## config.mk

```make
export PLATFORM = sky130hd
export DESIGN_NAME = rdpal_ptr
export DESIGN_NICKNAME = d
export VERILOG_FILES = /design/src/hw/rtl/rdpal_pkg.sv /design/src/hw/rtl/rdpal_ptr.sv
export SDC_FILE = /design/constraint.sdc
export NUM_CORES = 1
export LEC_CHECK = 0
export CAP_MARGIN = 20
export CORE_UTILIZATION = 26
export CTS_BUF_LIST = sky130_fd_sc_hd__clkbuf_16
export DETAILED_ROUTE_END_ITERATION = 7
export DONT_BUFFER_PORTS = 1
export GPL_TIMING_DRIVEN = 1
export PLACE_DENSITY = 0.46
export SLEW_MARGIN = 25
export SYNTH_ARGS = -nofsm -noshare
export SYNTH_HDL_FRONTEND = slang
export SYNTH_SLANG_ARGS = --single-unit
```

## constraint.sdc

```tcl
create_clock -name clk_i -period 3.9 [get_ports clk_i]
set_clock_uncertainty 0.2 [all_clocks]
set_input_delay 0.78 -clock clk_i [delete_from_list [all_inputs] [get_ports clk_i]]
set_output_delay 0.78 -clock clk_i [all_outputs]
set_load 0.01 [all_outputs]
```

## src/hw/rtl/rdpal_pkg.sv

```systemverilog
`timescale 1ns / 1ps
// ----------------------------------------------------------------------------
// rdpal_pkg
// Shared constants and types of the palette port: register offsets, pointer
// and location widths, and the access descriptor passed to the store side.
// ----------------------------------------------------------------------------
package rdpal_pkg;

  // register offsets on the host bus
  localparam logic [3:0] OFF_PTR_LO = 4'h0;
  localparam logic [3:0] OFF_PTR_HI = 4'h4;
  localparam logic [3:0] OFF_ENTRY  = 4'h8;
  localparam logic [3:0] OFF_COMP   = 4'hC;

  // pointer, component and byte location widths
  localparam int unsigned PTR_W  = 12;
  localparam int unsigned COMP_W = 2;
  localparam int unsigned LOC_W  = 14;

  // index of the last colour component of an entry
  localparam logic [COMP_W-1:0] COMP_LAST = 2'd2;

  // entries at which an entry access also steps the component
  localparam logic [PTR_W-1:0] PTR_STEP_A = 12'h100;
  localparam logic [PTR_W-1:0] PTR_STEP_B = 12'h101;

  // one decoded request as seen by the store side
  typedef struct packed {
    logic             mem_op;   // request touches the store
    logic             wr;       // write request
    logic [LOC_W-1:0] loc;      // byte location in the store
    logic [7:0]       imm;      // register read value
  } acc_t;

endpackage

```

## src/hw/rtl/rdpal_ptr.sv

```systemverilog
`timescale 1ns / 1ps
// ----------------------------------------------------------------------------
// rdpal_ptr
// Entry pointer and component index with auto-increment. Decodes each
// accepted request into a store location or a register read value.
// ----------------------------------------------------------------------------
module rdpal_ptr
  import rdpal_pkg::*;
(
  input  logic       clk_i,
  input  logic       rst_ni,
  input  logic       take_i,
  input  logic       action_i,
  input  logic [3:0] bus_offset_i,
  input  logic [7:0] write_data_i,
  output acc_t       acc_o
);

  logic [PTR_W-1:0]  ptr_q, ptr_d;
  logic [COMP_W-1:0] comp_q, comp_d;
  logic              step;
  logic [LOC_W-1:0]  base;

  // byte location of component 0: pointer times three
  assign base = {1'b0, ptr_q, 1'b0} + {2'b00, ptr_q};

  // request decode
  always_comb begin
    acc_o.mem_op = 1'b0;
    acc_o.wr     = action_i;
    acc_o.loc    = base;
    acc_o.imm    = '0;
    step         = 1'b0;
    ptr_d        = ptr_q;
    comp_d       = comp_q;
    unique case (bus_offset_i)
      OFF_PTR_LO: begin
        if (action_i) begin
          ptr_d  = {ptr_q[PTR_W-1:8], write_data_i};
          comp_d = '0;
        end else begin
          acc_o.imm = ptr_q[7:0];
        end
      end
      OFF_PTR_HI: begin
        if (action_i) begin
          ptr_d  = {write_data_i[3:0], ptr_q[7:0]};
          comp_d = '0;
        end else begin
          acc_o.imm = {4'b0000, ptr_q[PTR_W-1:8]};
        end
      end
      OFF_ENTRY: begin
        acc_o.mem_op = 1'b1;
        step         = (ptr_q == PTR_STEP_A) || (ptr_q == PTR_STEP_B);
      end
      OFF_COMP: begin
        acc_o.mem_op = 1'b1;
        acc_o.loc    = base + {{(LOC_W-COMP_W){1'b0}}, comp_q};
        step         = 1'b1;
      end
      default: ;
    endcase
    // component step, advancing the pointer after the last one
    if (step) begin
      if (comp_q == COMP_LAST) begin
        comp_d = '0;
        ptr_d  = ptr_q + 1'b1;
      end else begin
        comp_d = comp_q + 1'b1;
      end
    end
  end

  // pointer state
  always_ff @(posedge clk_i or negedge rst_ni) begin
    if (!rst_ni) begin
      ptr_q  <= '0;
      comp_q <= '0;
    end else if (take_i) begin
      ptr_q  <= ptr_d;
      comp_q <= comp_d;
    end
  end

  // component index stays within the three colours
  a_comp_range: assert property (@(posedge clk_i) disable iff (!rst_ni)
    comp_q != 2'd3)
    else $error("component index out of range");

  // a pointer write restarts at component 0
  a_ptr_wr_clears: assert property (@(posedge clk_i) disable iff (!rst_ni)
    (take_i && action_i && (bus_offset_i == OFF_PTR_LO || bus_offset_i == OFF_PTR_HI))
    |=> comp_q == '0)
    else $error("pointer write did not clear component");

  // stepping past the last component of the last entry wraps the pointer
  a_ptr_wrap: assert property (@(posedge clk_i) disable iff (!rst_ni)
    (take_i && bus_offset_i == OFF_COMP && comp_q == COMP_LAST && ptr_q == '1)
    |=> ptr_q == '0 && comp_q == '0)
    else $error("pointer did not wrap");

endmodule

```

==> results.ini, run 1 <==
[setup_path]
cp.arrival_ps = 2980
worstSetupEndpoint = acc_o[21]
start_kind = flop
crit_path_max_fanout = 4
timing.rr.end = ptr_q[4]$_DFFE_PN0P_
reg2reg_from = ptr_q[0]$_DFFE_PN0P_
cp-startpoint = ptr_q[1]$_DFFE_PN0P_
worstRegToRegCells = 11
worstPathRequired_ps = 2920
r2r_slack_ps = 1180
cp-end-kind = output pin
worstSetupPathType = flop to output pin

[sta]
maxSlewViolCount = 0
fmax_mhz = 252
hold_ws_ps = 25.7
fin_ws_ps = -63.3
worst_pin_slew_ps = 667
fin_crit_ps = 3960
rsz0062_at_grt = yes
final-hold-violation-count = 0
period_share_pct = 102
setup_viol = 2
timing.slew.headroom_pct = 54.9

[global_route]
grt_pass1_wl_mm = 9.40
antenna_found_initial = 0
grt_max_degree = 18
track_usage_pct = 15.6
grt-ovfl-total = 0
grt_pass1_vias = 1782

[synthesis]
synth_edf_count = 0
syn_avg_cell_area_um2 = 8.14
synth-main-ff-cell = dfrtp_1
ys_seq_area_share_pct = 17.6
ys_top_cells_by_count = ha_1, a21oi_1, nand2_1
synth_cell_types = 56
async_flop_share_pct = 100
syn_area_um2 = 1990
synth_cells = 244
synth.net_count = 284
yosysMostFrequentCell = ha_1
yosys_warnings = 0
synth_seq_cells = 14
synth_area_leaders = dfrtp_1, ha_1, a21oi_1, xnor2_1, o21ai_0
synth_top_cell_area_share_pct = 17.6
yosysTopAreaCell = dfrtp_1

[die]
start_util_pct = 27.1
ios = 40
dieArea_um2 = 7990
rows = 31
die_width_um = 89.4
core_um2 = 7330
die_h_um = 89.4

[finish]
num_antenna_cells = 0
final_nets = 294
drive_gt1_share_pct = 18.2
syn2layout_area_growth_pct = 17.6

[job]
cap_violations = 0

[pwr]
power.total_mw = 1.67
power_density_nw_per_um2 = 715
peakVddDrop_mv = 0.191
leakagePower_nw = 0.955

[clock_network]
cts_hold_buf = 0
clk_pin_slew_ps = 50
htreeDepth = 1
cts.sinks = 14
cts_buffers = 3
cts_tree = done
cts_root_buffer = clkbuf_16
clock_path_buffers = 2
clock_latency_ps = 250

[drt]
wire_per_inst_um = 16.8
dr.pass1.iters = 4
vias_per_cell = 5.34
via_count = 1880
first_iter_violations = 99
drc_errors = 0
ant_nets = 0
routed_wirelength_mm = 5.91

[placed_design]
portBuffers = 0
routabilityCongestion = 0.766
dp_hpwl_mm = 4.64
pre_cts_ws_ps = 57.2

[worst_hold_path]
hp-class = input pin to async pin

[status]
outcome = finished with violations
violations = negative setup slack

worst min path at each step:
stage	from	depth (start not counted)	end
4_1_cts	rst_ni	0	comp_q[0]$_DFFE_PN0P_
6_report	rst_ni	0	comp_q[0]$_DFFE_PN0P_
2_1_floorplan	rst_ni	0	comp_q[0]$_DFFE_PN0P_
5_1_grt	rst_ni	0	comp_q[0]$_DFFE_PN0P_
3_5_place_dp	rst_ni	0	ptr_q[8]$_DFFE_PN0P_
3_3_place_gp	rst_ni	0	ptr_q[9]$_DFFE_PN0P_
kinds of logic (layout without fill, tap and decap cells):
kind of cell,after synthesis,after routing,synth area share (%)
compound gates,79,79,27.5
simple gates,79,79,23.8
buf+inv,27,36,5.54
fa+ha+maj,24,24,15.9
xor+xnor,16,16,7.06
flops,14,14,17.6
mux,5,5,2.58
flip-flops by register name, indices dropped and copies added (netlist names):
name    cells
ptr_q      12
comp_q      2
final cells by class:
type / count / area (um^2)
fillers: 773 / 5000
multi-input cells: 203 / 1600
flip-flops and latches: 14 / 353
repair buffers: 17 / 128
well taps: 99 / 124
clock buffers: 3 / 75.1
inverters: 15 / 56.3
clock inverters: 1 / 3.75
report_power, final:
part           internal [mW]  switching [mW]
clock                  0.136          0.0632
combinational          0.511           0.711
sequential             0.186          0.0629
worst max-delay path: stages, from the launching register on:
cell and delay (ps):
dfrtp_1 400, ha_2 210, inv_2 50, fa_2 380, xor2_4 180, nor4b_4 370, nand3b_4 100, or3b_4 430
nor4_4 170, nand4_1 140, xor2_1 160, buf_4 140
stage by stage:
step | setup TNS (ps) | area, um^2 | util, % | std cells
3_5_place_dp | 0 | 2120 | 29.0 | 340
5_1_grt | -482 | 2330 | 31.8 | 352
2_1_floorplan | 0 | 1990 | - | 244
3_3_place_gp | 0 | 2120 | 29.0 | 340
4_1_cts | -249 | 2300 | 31.4 | 351
6_report | -105 | 2330 | 31.8 | 352
repair_timing:
action,4_1_cts,5_1_grt
setup endpoints to repair,3,6
setup buffers,7,1
gates resized for setup,9,10
pin swaps,1,1
cloned,0,0
cell usage in the layout, fill, tap and decap left out, types with 5 or more instances in the layout:
| master | n |
|---|---|
| dfrtp_1 | 12 |
| o32ai_1 | 8 |
| nor3_1 | 7 |
| xnor2_1 | 9 |
| buf_4 | 17 |
| xor2_1 | 5 |
| inv_1 | 14 |
| o21ai_0 | 14 |
| a21oi_1 | 20 |
| nand2_1 | 18 |
| nor2_1 | 13 |
| a2bb2oi_1 | 6 |
| ha_1 | 20 |
| nand3_1 | 6 |
layer usage:
metal / wire, um / global-route usage, % / vias up / part of all wire (%)
met5: 0 / 0 / - / 0
met4: 86 / 3.75 / 0 / 1.5
met3: 255 / 3.60 / 6 / 4.3
met2: 2890 / 26.7 / 37 / 49
met1: 2670 / 19.7 / 910 / 45
li1: - / - / 927 / -
(Power assumes the default switching activity.)
==> inputs of run 2 (changes only) <==
--- a/constraint.sdc
+++ b/constraint.sdc
@@ -4,2 +4,2 @@
 set_output_delay 0.78 -clock clk_i [all_outputs]
-set_load 0.01 [all_outputs]
+set_load 0.1 [all_outputs]
==> results.ini, run 2 (synthesis gave the netlist of run 1 again) <==
[status]
outcome = finished with violations
violations = negative setup slack

[die]
core_um2 = 7330
die_h_um = 89.4
rows = 31
start_util_pct = 27.1
ios = 40
die_width_um = 89.4
dieArea_um2 = 7990

[sta]
timing.slew.headroom_pct = 62.4
setup_viol = 2
fin_crit_ps = 3970
worst_pin_slew_ps = 561
final-hold-violation-count = 0
fmax_mhz = 252
maxSlewViolCount = 0
fin_ws_ps = -69.8
period_share_pct = 102
rsz0062_at_grt = yes

[setup_path]
crit_path_max_fanout = 4
crit_path_max_incr_delay_ps = 450
start_kind = flop
critical-path-slowest-cell = dfrtp_2
reg2reg_from = ptr_q[0]$_DFFE_PN0P_
worstPathRequired_ps = 2920
cp-end-kind = output pin
cp.arrival_ps = 2990
worstSetupPathType = flop to output pin
cp-startpoint = ptr_q[1]$_DFFE_PN0P_
cp_cell_sequence = ha_4, inv_4, fa_2, nor4b_4, nand3b_2, or3b_4, nor4_4, nand4_1, xor2_2, buf_12

[drt]
dr.pass1.iters = 4
via_count = 1991
drc_errors = 0
vias_per_cell = 5.17
first_iter_violations = 87
routed_wirelength_mm = 5.84
wire_per_inst_um = 15.2
ant_nets = 0

[finish]
instances_no_fill = 385
top_regs = ptr_q: 12 flops, comp_q: 2 flops
final_common_cell = buf_4
num_antenna_cells = 0
top_register = ptr_q
final_nets = 327
syn2layout_area_growth_pct = 52.3
drive_gt1_share_pct = 40.9
final_cell_mix = buf_4, a21oi_1, nand2_1
largest_reg_flops = 12

[global_route]
grt_pass1_vias = 1886
grt-ovfl-total = 0
track_usage_pct = 15.5
antenna_found_initial = 0
grt_pass1_wl_mm = 9.61
grt_max_degree = 18

[placed_design]
portBuffers = 0
dp.cells = 374
dp_hpwl_mm = 4.55
routabilityCongestion = 0.829

[clock_network]
cts_hold_buf = 0
clock_latency_ps = 250
cts_tree = done
htreeDepth = 1
clock_path_buffers = 2
cts_root_buffer = clkbuf_16
clk_pin_slew_ps = 50
cts.sinks = 14
cts_buffers = 3

[job]
cap_violations = 0

[worst_hold_path]
hp-class = input pin to async pin

run 2: layout make-up:
type	instances	area [um^2]
well taps	99	124
inverters	15	61.3
clock buffers	3	75.1
clock inverters	1	3.75
multi-input cells	203	1870
repair buffers	50	538
flip-flops and latches	14	354
fillers	720	4310
run 2: repair_timing:
| item | 4_1_cts | 5_1_grt |
|---|---|---|
| pin swaps | 3 | 12 |
| setup buffers | 4 | 3 |
| resized for setup | 14 | 25 |
| setup endpoints to repair | 5 | 6 |
| cloned | 0 | 0 |
run 2: layer usage:
metal	wire [um]	global-route usage (%)	part of all wire [%]
met1	2650	20.8	45
met3	341	2.40	5.8
met5	0	0	0
met2	2770	26.0	47
met4	82	3.90	1.4
run 2: worst max-delay path: cells and delay by family (launching register included):
family / cells / cell delay [ps]
AND/OR/NAND/NOR: 5 / 1190
XOR/XNOR: 1 / 200
flip-flops: 1 / 450
adder cells (fa/ha/maj): 2 / 640
buffers and inverters: 2 / 250
run 2: final timing paths:
check	cells after the start	slack [ps]	endpoint
worst max-delay path	10	-70	acc_o[21]
worst min-delay path	0	30	ptr_q[0]$_DFFE_PN0P_
worst max register to register	10	1130	ptr_q[3]$_DFFE_PN0P_
worst min register to register	2	390	comp_q[0]$_DFFE_PN0P_
max in group asynchronous	0	3390	ptr_q[3]$_DFFE_PN0P_
min in group clk_i	2	390	comp_q[0]$_DFFE_PN0P_
run 2: through the flow:
stage	worst slack (ps)	cell area, um^2	util, %	hold WS (ps)	setup TNS, ps
after floorplan	-585	2130	-	284	-2960
after global placement	79.8	2730	37.2	285	0
after detailed placement	60.6	2730	37.2	285	0
after CTS	-138	2880	39.3	26.3	-178
after global routing	-210	3020	41.3	17.5	-445
final	-69.8	3020	41.3	25.6	-93.3
Power of run 2 is not shown: default switching activity piles up to over one toggle a cycle in this logic, so the estimate is an artifact.
